===== config.mk =====
export PLATFORM = sky130hd
export DESIGN_NAME = delimited_integer_field_parser_unit
export DESIGN_NICKNAME = d
export VERILOG_FILES = /design/src/hw/rtl/dip_pkg.sv /design/src/hw/rtl/dip_result_queue.sv /design/src/hw/rtl/delimited_integer_field_parser_unit.sv
export VERILOG_INCLUDE_DIRS = /design/src /design/src/hw/rtl
export SDC_FILE = /design/constraint.sdc
export NUM_CORES = 1
export LEC_CHECK = 0
export BUFFER_PORTS_ARGS = -buffer_cell sky130_fd_sc_hd__buf_2
export CAP_MARGIN = 10
export CORE_MARGIN = 2
export CORE_UTILIZATION = 30
export DETAILED_ROUTE_END_ITERATION = 12
export PLACE_DENSITY = 0.5
export REMOVE_ABC_BUFFERS = 1
export SYNTH_ARGS = -nofsm -noshare
export SYNTH_HDL_FRONTEND = slang
export SYNTH_SLANG_ARGS = --single-unit

===== constraint.sdc =====
create_clock -name aclk -period 10.75 [get_ports aclk]
set_input_delay 1.075 -clock aclk [delete_from_list [all_inputs] [get_ports aclk]]
set_output_delay 1.075 -clock aclk [all_outputs]
set_load 0.005 [all_outputs]

===== src/hw/rtl/assert_macros.svh =====
// ----------------------------------------------------------------------------
// Assertion macros
// Shared concurrent assertion wrappers for the field parser RTL.
// ----------------------------------------------------------------------------
`ifndef ASSERT_MACROS_SVH
`define ASSERT_MACROS_SVH

// plain property, checked out of reset
`define ASSERT_PROP(label, clk, rst_n, prop, msg) \
    label: assert property (@(posedge clk) disable iff (!rst_n) (prop)) else $error(msg);

// same-cycle implication
`define ASSERT_IMPLIES(label, clk, rst_n, ante, cons, msg) \
    label: assert property (@(posedge clk) disable iff (!rst_n) (ante) |-> (cons)) \
        else $error(msg);

// next-cycle implication
`define ASSERT_NEXT(label, clk, rst_n, ante, cons, msg) \
    label: assert property (@(posedge clk) disable iff (!rst_n) (ante) |=> (cons)) \
        else $error(msg);

`endif


===== src/hw/rtl/dip_pkg.sv =====
// ----------------------------------------------------------------------------
// dip_pkg
// Types, codes and the per-byte conversion step of the field parser.
// ----------------------------------------------------------------------------
`timescale 1ns / 1ps

package dip_pkg;

    localparam int MAX_FIELD_CHARS = 12;
    localparam int SEP_REG_BYTES   = 4;
    localparam int CNT_W           = 5;
    localparam logic [CNT_W-1:0] COUNT_CAP = 5'd31;

    localparam int QUEUE_DEPTH = 4;
    localparam int PTR_W       = $clog2(QUEUE_DEPTH);
    localparam int QCNT_W      = PTR_W + 1;

    localparam int CFG_INDEX_W = 2;

    localparam logic [7:0] CH_NUL   = 8'h00;
    localparam logic [7:0] CH_TAB   = 8'h09;
    localparam logic [7:0] CH_CR    = 8'h0D;
    localparam logic [7:0] CH_SPACE = 8'h20;
    localparam logic [7:0] CH_PLUS  = 8'h2B;
    localparam logic [7:0] CH_MINUS = 8'h2D;
    localparam logic [7:0] CH_ZERO  = 8'h30;
    localparam logic [7:0] CH_NINE  = 8'h39;

    typedef enum logic [CFG_INDEX_W-1:0] {
        CFG_SEPARATOR_BYTES  = 2'd0,
        CFG_SEPARATOR_LENGTH = 2'd1,
        CFG_MAX_FIELDS       = 2'd2
    } cfg_index_t;

    typedef enum logic [1:0] {
        KIND_VALUE = 2'd0,
        KIND_EMPTY = 2'd1,
        KIND_DONE  = 2'd2
    } result_kind_t;

    typedef enum logic [1:0] {
        PH_SKIP   = 2'd0,
        PH_DIGITS = 2'd1,
        PH_HALT   = 2'd2
    } conv_phase_t;

    typedef struct packed {
        conv_phase_t        phase;
        logic               neg;
        logic signed [31:0] value;
    } conv_t;

    localparam conv_t CONV_CLEAR = '{phase: PH_SKIP, neg: 1'b0, value: 32'sd0};

    typedef struct packed {
        logic [7:0] char_byte;
        logic       end_of_string;
    } in_item_t;

    typedef struct packed {
        result_kind_t       result_kind;
        logic [15:0]        field_index;
        logic signed [31:0] field_value;
        logic [15:0]        field_count;
        logic               parse_error;
        logic               last_result;
    } result_t;

    typedef struct packed {
        logic [1:0] n;
        result_t    first;
        result_t    second;
    } push_req_t;

    function automatic conv_t conv_step(input conv_t cur, input logic [7:0] c);
        conv_t       nxt;
        logic        is_digit;
        logic        is_space;
        logic [31:0] d;
        logic [31:0] acc;
        logic [31:0] times_ten;
        nxt       = cur;
        is_digit  = c inside {[CH_ZERO:CH_NINE]};
        is_space  = c inside {[CH_TAB:CH_CR], CH_SPACE};
        d         = {24'd0, 8'(c - CH_ZERO)};
        acc       = cur.value;
        times_ten = (acc << 3) + (acc << 1);
        case (cur.phase)
            PH_SKIP: begin
                if (is_space) begin
                    nxt.phase = PH_SKIP;
                end else if (c == CH_PLUS) begin
                    nxt.phase = PH_DIGITS;
                end else if (c == CH_MINUS) begin
                    nxt.neg   = 1'b1;
                    nxt.phase = PH_DIGITS;
                end else if (is_digit) begin
                    nxt.value = $signed(d);
                    nxt.phase = PH_DIGITS;
                end else begin
                    nxt.phase = PH_HALT;
                end
            end
            PH_DIGITS: begin
                if (is_digit) begin
                    nxt.value = cur.neg ? $signed(times_ten - d) : $signed(times_ten + d);
                end else begin
                    nxt.phase = PH_HALT;
                end
            end
            default: begin
                nxt = cur;
            end
        endcase
        return nxt;
    endfunction

endpackage


===== src/hw/rtl/dip_result_queue.sv =====
// ----------------------------------------------------------------------------
// dip_result_queue
// Four-entry result queue; takes up to two results a cycle, gives one.
// ----------------------------------------------------------------------------
`timescale 1ns / 1ps
`include "assert_macros.svh"

module dip_result_queue
    import dip_pkg::*;
(
    input  logic      aclk,
    input  logic      aresetn,
    input  push_req_t push,
    output logic      room_for_two,
    output logic      m_valid,
    input  logic      m_ready,
    output result_t   m_data
);

    result_t           entry_reg [QUEUE_DEPTH];
    logic [PTR_W-1:0]  wr_ptr_reg, wr_ptr_next;
    logic [PTR_W-1:0]  rd_ptr_reg, rd_ptr_next;
    logic [QCNT_W-1:0] count_reg, count_next;
    logic              pop;
    logic              push_fits;

    assign m_valid      = (count_reg != '0);
    assign m_data       = entry_reg[rd_ptr_reg];
    assign pop          = m_valid && m_ready;
    assign room_for_two = (count_reg <= QCNT_W'(QUEUE_DEPTH - 2));

    always_comb begin
        wr_ptr_next = wr_ptr_reg + PTR_W'(push.n);
        rd_ptr_next = pop ? rd_ptr_reg + PTR_W'(1) : rd_ptr_reg;
        count_next  = count_reg + QCNT_W'(push.n) - QCNT_W'(pop);
    end

    always_ff @(posedge aclk) begin
        if (!aresetn) begin
            wr_ptr_reg <= '0;
            rd_ptr_reg <= '0;
            count_reg  <= '0;
        end else begin
            wr_ptr_reg <= wr_ptr_next;
            rd_ptr_reg <= rd_ptr_next;
            count_reg  <= count_next;
        end
    end

    always_ff @(posedge aclk) begin
        if (push.n != 2'd0) begin
            entry_reg[wr_ptr_reg] <= push.first;
        end
        if (push.n == 2'd2) begin
            entry_reg[wr_ptr_reg + PTR_W'(1)] <= push.second;
        end
    end

    assign push_fits = (count_reg + QCNT_W'(push.n)) <= QCNT_W'(QUEUE_DEPTH);

    `ASSERT_PROP(a_push_fits, aclk, aresetn, push_fits, "result queue overflow")

endmodule


===== src/hw/rtl/delimited_integer_field_parser_unit.sv =====
// ----------------------------------------------------------------------------
// delimited_integer_field_parser_unit
// Results of an accepted request are registered in the result queue and read out on m_.
// Throughput: one byte per cycle; a byte yields at most two results, and
// s_ready drops while the four-entry result queue has fewer than two free slots.
// Reset (synchronous, active low) restores the register defaults and clears
// all parse state and the queue.
// ----------------------------------------------------------------------------
`timescale 1ns / 1ps
`include "assert_macros.svh"

module delimited_integer_field_parser_unit
    import dip_pkg::*;
#(
    parameter int MAX_SEPARATOR_BYTES = 4
) (
    input  logic                   aclk,
    input  logic                   aresetn,
    input  logic                   s_valid,
    output logic                   s_ready,
    input  in_item_t               s_data,
    output logic                   m_valid,
    input  logic                   m_ready,
    output result_t                m_data,
    input  logic                   cfg_wr_en,
    input  logic [CFG_INDEX_W-1:0] cfg_wr_index,
    input  logic [31:0]            cfg_wr_data
);

    localparam int SEP_LEN_W = $clog2(MAX_SEPARATOR_BYTES + 1);
    localparam int SEP_IDX_W = (MAX_SEPARATOR_BYTES > 1) ? $clog2(MAX_SEPARATOR_BYTES) : 1;

    logic [31:0]          sep_bytes_reg;
    logic [2:0]           sep_length_reg;
    logic [15:0]          max_fields_reg;

    logic [7:0]           recent_reg [MAX_SEPARATOR_BYTES];
    logic [7:0]           recent_next [MAX_SEPARATOR_BYTES];
    logic [7:0]           recent_new [MAX_SEPARATOR_BYTES];
    logic [7:0]           sep_byte [MAX_SEPARATOR_BYTES];
    logic [MAX_SEPARATOR_BYTES-1:0] sep_cmp;
    logic [CNT_W-1:0]     count_reg, count_next, count_inc;
    conv_t                commit_reg, commit_next;
    conv_t                full_reg, full_next;
    logic [15:0]          fields_used_reg, fields_next;
    logic                 stopped_reg, stopped_next;
    logic                 error_reg, error_next;

    logic [SEP_LEN_W-1:0] sep_len;
    logic [7:0]           commit_byte;
    logic                 sep_match;
    logic                 accept;
    logic                 step_active;
    logic                 eos_active;
    logic                 field_valid, done_valid;
    result_t              field_res, done_res;
    push_req_t            push;
    logic                 room_for_two;

    logic                 pushing;
    logic                 eos_request;
    logic                 done_pushed;
    logic                 done_first;
    logic                 string_clear;

    always_ff @(posedge aclk) begin
        if (!aresetn) begin
            sep_bytes_reg  <= 32'd44;
            sep_length_reg <= 3'd1;
            max_fields_reg <= 16'd16;
        end else if (cfg_wr_en) begin
            case (cfg_wr_index)
                CFG_SEPARATOR_BYTES:  sep_bytes_reg  <= cfg_wr_data;
                CFG_SEPARATOR_LENGTH: sep_length_reg <= cfg_wr_data[2:0];
                CFG_MAX_FIELDS:       max_fields_reg <= cfg_wr_data[15:0];
                default: begin
                end
            endcase
        end
    end

    always_comb begin
        if (sep_length_reg == 3'd0) begin
            sep_len = SEP_LEN_W'(1);
        end else if (int'(sep_length_reg) > MAX_SEPARATOR_BYTES) begin
            sep_len = SEP_LEN_W'(MAX_SEPARATOR_BYTES);
        end else begin
            sep_len = SEP_LEN_W'(sep_length_reg);
        end
    end

    genvar g;
    generate
        for (g = 0; g < MAX_SEPARATOR_BYTES; g++) begin : g_sep
            if (g < SEP_REG_BYTES) begin : g_cfg
                assign sep_byte[g] = sep_bytes_reg[8*g +: 8];
            end else begin : g_zero
                assign sep_byte[g] = 8'd0;
            end
            if (g == 0) begin : g_head
                assign recent_new[g] = s_data.char_byte;
            end else begin : g_tail
                assign recent_new[g] = recent_reg[g-1];
            end
            assign sep_cmp[g] = (SEP_LEN_W'(g) >= sep_len) ||
                (recent_new[g] ==
                 sep_byte[SEP_IDX_W'(sep_len - SEP_LEN_W'(1) - SEP_LEN_W'(g))]);
        end
    endgenerate

    assign count_inc   = (count_reg == COUNT_CAP) ? count_reg : count_reg + CNT_W'(1);
    assign sep_match   = (&sep_cmp) && (count_inc >= CNT_W'(sep_len));
    assign commit_byte = recent_new[SEP_IDX_W'(sep_len - SEP_LEN_W'(1))];
    assign accept      = s_valid && s_ready;
    assign step_active = !stopped_reg && (fields_used_reg < max_fields_reg);
    assign s_ready     = room_for_two;

    always_comb begin
        recent_next  = recent_reg;
        count_next   = count_reg;
        commit_next  = commit_reg;
        full_next    = full_reg;
        fields_next  = fields_used_reg;
        stopped_next = stopped_reg;
        error_next   = error_reg;
        field_valid  = 1'b0;
        field_res    = '0;
        done_valid   = 1'b0;
        done_res     = '0;
        eos_active   = 1'b0;
        if (accept) begin
            if (step_active) begin
                if (s_data.char_byte == CH_NUL) begin
                    if (count_reg != '0) begin
                        if (count_reg > CNT_W'(MAX_FIELD_CHARS)) begin
                            error_next = 1'b1;
                        end else begin
                            field_valid             = 1'b1;
                            field_res.result_kind   = KIND_VALUE;
                            field_res.field_index   = fields_used_reg;
                            field_res.field_value   = full_reg.value;
                            fields_next             = fields_used_reg + 16'd1;
                        end
                    end
                    commit_next  = CONV_CLEAR;
                    full_next    = CONV_CLEAR;
                    count_next   = '0;
                    stopped_next = 1'b1;
                end else begin
                    recent_next = recent_new;
                    count_next  = count_inc;
                    if (sep_match) begin
                        field_valid           = 1'b1;
                        field_res.field_index = fields_used_reg;
                        if (count_inc == CNT_W'(sep_len)) begin
                            field_res.result_kind = KIND_EMPTY;
                        end else begin
                            field_res.result_kind = KIND_VALUE;
                            field_res.field_value = commit_reg.value;
                        end
                        fields_next = fields_used_reg + 16'd1;
                        commit_next = CONV_CLEAR;
                        full_next   = CONV_CLEAR;
                        count_next  = '0;
                        if (fields_next >= max_fields_reg) begin
                            stopped_next = 1'b1;
                        end
                    end else begin
                        full_next = conv_step(full_reg, s_data.char_byte);
                        if (count_inc >= CNT_W'(sep_len)) begin
                            commit_next = conv_step(commit_reg, commit_byte);
                            if (CNT_W'(count_inc - CNT_W'(sep_len)) >=
                                CNT_W'(MAX_FIELD_CHARS)) begin
                                error_next   = 1'b1;
                                stopped_next = 1'b1;
                            end
                        end
                    end
                end
            end
            if (s_data.end_of_string) begin
                eos_active = !stopped_next && (fields_next < max_fields_reg);
                if (eos_active && (count_next != '0)) begin
                    if (count_next > CNT_W'(MAX_FIELD_CHARS)) begin
                        error_next = 1'b1;
                    end else begin
                        field_valid           = 1'b1;
                        field_res.result_kind = KIND_VALUE;
                        field_res.field_index = fields_next;
                        field_res.field_value = full_next.value;
                        fields_next           = fields_next + 16'd1;
                    end
                end
                done_valid           = 1'b1;
                done_res.result_kind = KIND_DONE;
                done_res.field_count = fields_next;
                done_res.parse_error = error_next;
                done_res.last_result = 1'b1;
                for (int i = 0; i < MAX_SEPARATOR_BYTES; i++) begin
                    recent_next[i] = 8'd0;
                end
                count_next   = '0;
                commit_next  = CONV_CLEAR;
                full_next    = CONV_CLEAR;
                fields_next  = 16'd0;
                stopped_next = 1'b0;
                error_next   = 1'b0;
            end
        end
    end

    always_comb begin
        push.n      = {field_valid & done_valid, field_valid ^ done_valid};
        push.first  = field_valid ? field_res : done_res;
        push.second = done_res;
    end

    always_ff @(posedge aclk) begin
        if (!aresetn) begin
            for (int i = 0; i < MAX_SEPARATOR_BYTES; i++) begin
                recent_reg[i] <= 8'd0;
            end
            count_reg       <= '0;
            commit_reg      <= CONV_CLEAR;
            full_reg        <= CONV_CLEAR;
            fields_used_reg <= 16'd0;
            stopped_reg     <= 1'b0;
            error_reg       <= 1'b0;
        end else begin
            recent_reg      <= recent_next;
            count_reg       <= count_next;
            commit_reg      <= commit_next;
            full_reg        <= full_next;
            fields_used_reg <= fields_next;
            stopped_reg     <= stopped_next;
            error_reg       <= error_next;
        end
    end

    dip_result_queue u_queue (
        .aclk         (aclk),
        .aresetn      (aresetn),
        .push         (push),
        .room_for_two (room_for_two),
        .m_valid      (m_valid),
        .m_ready      (m_ready),
        .m_data       (m_data)
    );

    assign pushing      = (push.n != 2'd0);
    assign eos_request  = accept && s_data.end_of_string;
    assign done_pushed  = (push.n == 2'd1 && push.first.result_kind == KIND_DONE) ||
                          (push.n == 2'd2 && push.second.result_kind == KIND_DONE);
    assign done_first   = (push.n == 2'd2) && (push.first.result_kind == KIND_DONE);
    assign string_clear = (fields_used_reg == 16'd0) && !stopped_reg && !error_reg;

    `ASSERT_IMPLIES(a_push_needs_request, aclk, aresetn, pushing, accept, "result without request")
    `ASSERT_IMPLIES(a_eos_gives_done, aclk, aresetn, eos_request, done_pushed, "no done result")
    `ASSERT_PROP(a_done_is_last, aclk, aresetn, !done_first, "done result ahead of field result")
    `ASSERT_NEXT(a_fresh_after_eos, aclk, aresetn, eos_request, string_clear, "state not cleared")

endmodule

==> run summary, run 1 <==
Async S/R FF share, synth - 0
final wirelength - 95,600 microns
hold endpoint - u_queue.entry_reg[0][29]
core box area - 93,600 sq um
Crit. End Element - flip-flop
I/O pins - 118
Final WS setup - 0.809 ns
flop2flop setup slack - 0.81 ns
Setup TNS - 0 ns
RSZ-0062 raised after global routing - no
cts bufs inserted - 51
Unique masters post-synth - 95
DR WL/cell - 20.7 microns
clock skew - 0.0225 ns
crit-path max FO - 50
hold path depth - 2
most frequent cells in the layout - nand2_1, dfxtp_1, nor2_1
Reg power frac - 0.392
Hold Path Class - reg -> reg
clock sinks - 445
Synth Register Bits - 445
critical path data required time - 10.99 ns
Critical R2R Capture - u_queue.entry_reg[0][10]
Seq/Total Area, Yosys - 0.339
CTS clk-pin slew, worst paths - 0.06 ns
max reg flops - 268
combinational share of power - 0.183
crit-path most repeated cell - ha_1
mapped cell area - 28,400 sq um
total internal power - 3.28 mW
worst rel slew slack - 0.210
largest net degree at the start of global routing - 110
total congestion overflow - 0
Initial Utilization - 0.304
sw frac - 0.300
root buf cell - clkbuf_16
CTS tree - done
Clk network pwr share - 0.425
Slew Limit Fails - 0
Area Overhead vs Synth - 12.7%
NetSw - 1.40 mW
Final Hold Fails - 0
routability congestion estimate from global placement - 0.891
Power Dens Cells - 146 nW/um^2
FILL cells - 9,863
WP data arrival - 10.18 ns
Setup crit start - sep_length_reg[1]
Pwr Total - 4.68 mW
reg2reg path depth - 29
Worst path slowest cell - dfxtp_1
worst slew pin tran - 1.17 ns
commonest non-fill, non-tap cell in the layout - nand2_1
die area - 97,200 sq um
hold path start - u_queue.entry_reg[0][29]
cell area after layout - 32,000 sq um
crit-path max cell delay - 0.84 ns
worst skew pair latency - 0.63 ns
final core occ - 0.342
Top FF cell, synth - dfxtp_1
Vert. Die Dim - 312 microns
Mapped Cells - 3,313
Final period util - 0.925
final instance count without filler cells - 4,610
DRT antenna net count - 0
total track usage - 0.192
DR DRC count - 0
EDFF count, synth - 72
Area after DPL - 30,100 sq um
worst slack at placement - 0.926 ns
maximum VDD drop - 0.143 mV
Max Cap Viol - 0
H-Tree Depth - 2
layout net count - 3,527
vias in the first global route - 23,953
initial antenna violation count - 3
port bufs - 117
die width - 312 microns
Post-CTS Resized - 0
Critical Path Start Type - flip-flop
vias per std cell - 5.47
Detailed Place HPWL - 69,400 microns
global-route wire length before repair - 148,000 microns
Lkg Pwr - 12.1 nW
Pre-antenna DRT Iters - 6
via count - 25,205
dpl cells - 4,517
hold_ws - 0.445 ns
share of cells above drive strength 1 - 0.113
drt initial violations - 2,299
row cnt - 112
RR Startpoint - sep_length_reg[1]
post-CTS setup buffer count - 0
# hold bufs at CTS - 0
post-synthesis area per instance - 8.58 sq um
Max Root-Sink Buffers - 3
Syn. warnings - 0
status - finished, final reports clean
kind of critical path - reg -> reg
Max Freq - 101 MHz
Period minus WS final - 9.94 ns
final number of setup-violating endpoints - 0
-- worst max path at each step --
stage | to | slack, ns | depth (start not counted)
6_report | u_queue.entry_reg[0][10] | 0.81 | 29
2_1_floorplan | u_queue.entry_reg[1][10] | 1.76 | 28
4_1_cts | u_queue.entry_reg[0][10] | 0.89 | 29
5_1_grt | u_queue.entry_reg[0][10] | 0.02 | 31
3_3_place_gp | u_queue.entry_reg[0][9] | 0.99 | 29
3_5_place_dp | u_queue.entry_reg[0][9] | 0.93 | 29
-- kinds of logic after synthesis --
family | count (synthesis) | synth area share
AO/OA/AOI/OAI | 969 | 0.226
adder cells (fa/ha/maj) | 163 | 0.0736
multiplexers | 120 | 0.0811
AND/OR/NAND/NOR | 1115 | 0.184
XOR/XNOR | 168 | 0.0518
buffers and inverters | 333 | 0.0454
flip-flops | 445 | 0.339
-- area by class of cell --
type	count	area (sq um)	area share
clock inverter	18	374	0.0117
clock buffer	74	1550	0.0483
inverter	130	493	0.0154
antenna	1	2.50	0.0000781
tap	1254	1570	0.0490
multi-input combinational	2535	17500	0.548
sequential	445	9640	0.301
timing repair buffer	153	856	0.0267
-- metal layers --
layer	up-vias	routed length, microns	global-route usage
met4	2	2310	0.0505
li1	12189	-	-
met3	125	5600	0.0291
met5	-	13	0
met1	12148	45600	0.280
met2	741	42100	0.294
-- cell usage after synthesis, drive strengths merged, types with 9 or more instances --
library cell	number	area, sq um
a211o	11	96.3
a211oi	25	188
a21o	38	285
a21oi	224	1120
a221oi	22	199
a22o	85	744
a22oi	103	787
a31oi	15	93.8
a32oi	10	87.6
and2	29	181
and3	32	200
buf	40	191
clkbuf	163	612
dfxtp	373	7470
edfxtp	72	2160
ha	156	1950
inv	129	484
mux2i	30	313
mux4	87	1960
nand2	386	1460
nand2b	24	150
nand3	71	355
nand3b	11	82.6
nand4	30	188
nor2	301	1140
nor2b	34	213
nor3	95	475
nor4	16	100
o211ai	26	209
o21a	20	150
o21ai	257	1290
o21bai	12	90.1
o22ai	13	81.3
o31ai	12	90.1
or2	9	56.3
or3	23	144
or4	11	86.3
xnor2	104	911
xor2	64	561
-- worst max-delay path, delay by kind of cell (launching register included) --
family	cells	cell delay, ns
AO/OA/AOI/OAI	9	1.69
multiplexers	1	0.35
AND/OR/NAND/NOR	11	3.64
XOR/XNOR	2	0.51
buffers and inverters	3	1.35
adder cells (fa/ha/maj)	3	1.13
flip-flops	1	0.84
-- power groups by stage --
| stage | clock network, mW | logic, mW | registers [mW] |
|---|---|---|---|
| final | 1.99 | 0.855 | 1.83 |
| after floorplan | 0 | 0.517 | 1.87 |
| after CTS | 2.04 | 0.866 | 1.84 |
| after detailed placement | 0 | 0.863 | 1.87 |
| after global placement | 0 | 0.864 | 1.87 |
| after global routing | 2.10 | 0.932 | 1.84 |
No activity file was read; power rests on OpenSTA's default activity.
==> inputs of run 2 (changes only) <==
==> constraint.sdc (replaced) <==
create_clock -name aclk -period 10.75 [get_ports aclk]
set_input_delay 2.15 -clock aclk [delete_from_list [all_inputs] [get_ports aclk]]
set_output_delay 2.15 -clock aclk [all_outputs]
set_load 0.005 [all_outputs]
==> run 2 against run 1 <==
Cell area shrank 0.52%. Flip-flop and latch count is the same. First-iteration DRC count shrank 6.0%. Critical endpoint is now u_queue.entry_reg[0][17]. Largest power group is now sequential cells. Highest routed layer unchanged.
==> run summary, run 2 (synthesis results as in run 1) <==
Crit. End Element - flip-flop
crit-path max FO - 50 (unchanged)
WP data arrival - 10.03 ns (-0.15 ns)
sw frac - 0.313 (+0.0130)
Initial Utilization - 0.304 (unchanged)
Critical Path Start Type - flip-flop
I/O pins - 118 (unchanged)
initial antenna violation count - 3 (unchanged)
RSZ-0062 raised after global routing - no
Hold Path Class - reg -> reg
Max Cap Viol - 0 (unchanged)
Clk network pwr share - 0.404 (-0.021)
crit-path most repeated cell - ha_1
maximum VDD drop - 0.145 mV (+1.4%)
Pre-antenna DRT Iters - 5 (-1)
worst slew pin tran - 1.31 ns (+0.139 ns)
CTS tree - done
via count - 25,433 (+0.90%)
cell area after layout - 31,900 sq um (-0.52%)
post-CTS setup buffer count - 0 (unchanged)
CTS clk-pin slew, worst paths - 0.06 ns (about the same)
status - finished, final reports clean
Max Root-Sink Buffers - 3 (unchanged)
Worst path slowest cell - nand2_1
final wirelength - 97,100 microns (+1.5%)
crit-path max cell delay - 0.72 ns (-0.12 ns)
total track usage - 0.194 (+0.00205)
row cnt - 112 (unchanged)
routability congestion estimate from global placement - 0.892 (about the same)
Max Freq - 102 MHz (+1.6%)
total congestion overflow - 0 (unchanged)
Vert. Die Dim - 312 microns (unchanged)
global-route wire length before repair - 150,000 microns (+1.2%)
Area Overhead vs Synth - 12.1%
# hold bufs at CTS - 0 (unchanged)
Lkg Pwr - 12.0 nW (-0.66%)
final number of setup-violating endpoints - 0 (unchanged)
max reg flops - 268 (unchanged)
Detailed Place HPWL - 69,800 microns (+0.55%)
core box area - 93,600 sq um (unchanged)
critical path data required time - 11.00 ns (about the same)
DR WL/cell - 21.0 microns (+1.5%)
worst skew pair latency - 0.64 ns (about the same)
DR DRC count - 0 (unchanged)
vias per std cell - 5.51 (+0.86%)
final core occ - 0.340 (-0.00179)
H-Tree Depth - 2 (unchanged)
Final WS setup - 0.965 ns (+0.156 ns)
die width - 312 microns (unchanged)
largest net degree at the start of global routing - 93 (-15%)
Slew Limit Fails - 0 (unchanged)
clock skew - 0.0221 ns (-0.000460 ns)
kind of critical path - reg -> reg
die area - 97,200 sq um (unchanged)
ANT cells - 0 (-1)
vias in the first global route - 24,303 (+1.5%)
cts bufs inserted - 52 (+2.0%)
most frequent cells in the layout - nand2_1, dfxtp_1, nor2_1
combinational share of power - 0.192 (+0.009)
Final Hold Fails - 0 (unchanged)
worst slack at placement - 0.892 ns (-0.0339 ns)
Area after DPL - 30,100 sq um (unchanged)
drt initial violations - 2,161 (-6.0%)
root buf cell - clkbuf_16
layout net count - 3,528 (+0.028%)
port bufs - 117 (unchanged)
NetSw - 1.42 mW (+1.2%)
total internal power - 3.12 mW (-4.8%)
Final period util - 0.910 (-0.0146)
Post-CTS Resized - 0 (unchanged)
Period minus WS final - 9.78 ns (-0.156 ns)
DRT antenna net count - 0 (unchanged)
Power Dens Cells - 142 nW/um^2 (-2.5%)
Reg power frac - 0.404 (+0.012)
worst rel slew slack - 0.119 (-0.0909)
clock sinks - 445 (unchanged)
share of cells above drive strength 1 - 0.112 (-0.00129)
Setup TNS - 0 ns (unchanged)
commonest non-fill, non-tap cell in the layout - nand2_1
-- run 2: through the flow --
stage / power [mW] / hold WS, ns / std cells
after floorplan: 2.39 / 0.420 / 3110
after global placement: 2.75 / 0.429 / 4517
after detailed placement: 2.75 / 0.437 / 4517
after CTS: 4.59 / 0.447 / 4612
after global routing: 4.72 / 0.461 / 4612
final: 4.53 / 0.445 / 4612
-- run 2: critical path: cells and delay by family (launching register included) --
kind                     cells  cell delay, ns
AND/OR/NAND/NOR             11            3.64
AO/OA/AOI/OAI                9            1.80
adder cells (fa/ha/maj)      3            1.35
buffers and inverters        3            1.32
XOR/XNOR                     2            0.51
flip-flops                   1            0.44
multiplexers                 1            0.33
-- run 2: cell type report --
cell class                      instances  area, sq um
Clock buffer                           72         1480
Multi-Input combinational cell       2535        17500
Fill cell                            9859        61800
Inverter                              130          493
Sequential cell                       445         9640
Clock inverter                         23          280
Tap cell                             1254         1570
Timing Repair Buffer                  153          856
-- run 2: power groups by stage --
stage / sequential, mW / combinational (mW) / clock [mW]
6_report: 1.83 / 0.871 / 1.83
5_1_grt: 1.84 / 0.945 / 1.93
4_1_cts: 1.83 / 0.881 / 1.87
3_5_place_dp: 1.87 / 0.878 / 0
3_3_place_gp: 1.87 / 0.877 / 0
2_1_floorplan: 1.87 / 0.517 / 0
-- run 2: per-layer routing --
layer | track usage | wire length (microns) | vias to the layer above
met3 | 0.0321 | 5620 | 139
met2 | 0.302 | 43100 | 749
met5 | 0 | 32 | -
met1 | 0.277 | 46000 | 12352
met4 | 0.0520 | 2370 | 4
li1 | - | - | 12189
-- run 2: worst paths after layout --
path                            cells past startpoint  slack [ns]                startpoint                        to
worst max-delay path                               29        0.97         sep_length_reg[1]  u_queue.entry_reg[0][17]
worst min-delay path                                2        0.44  u_queue.entry_reg[3][35]  u_queue.entry_reg[3][35]
worst max register to register                     29        0.97         sep_length_reg[1]  u_queue.entry_reg[0][17]
worst min register to register                      2        0.44  u_queue.entry_reg[3][35]  u_queue.entry_reg[3][35]
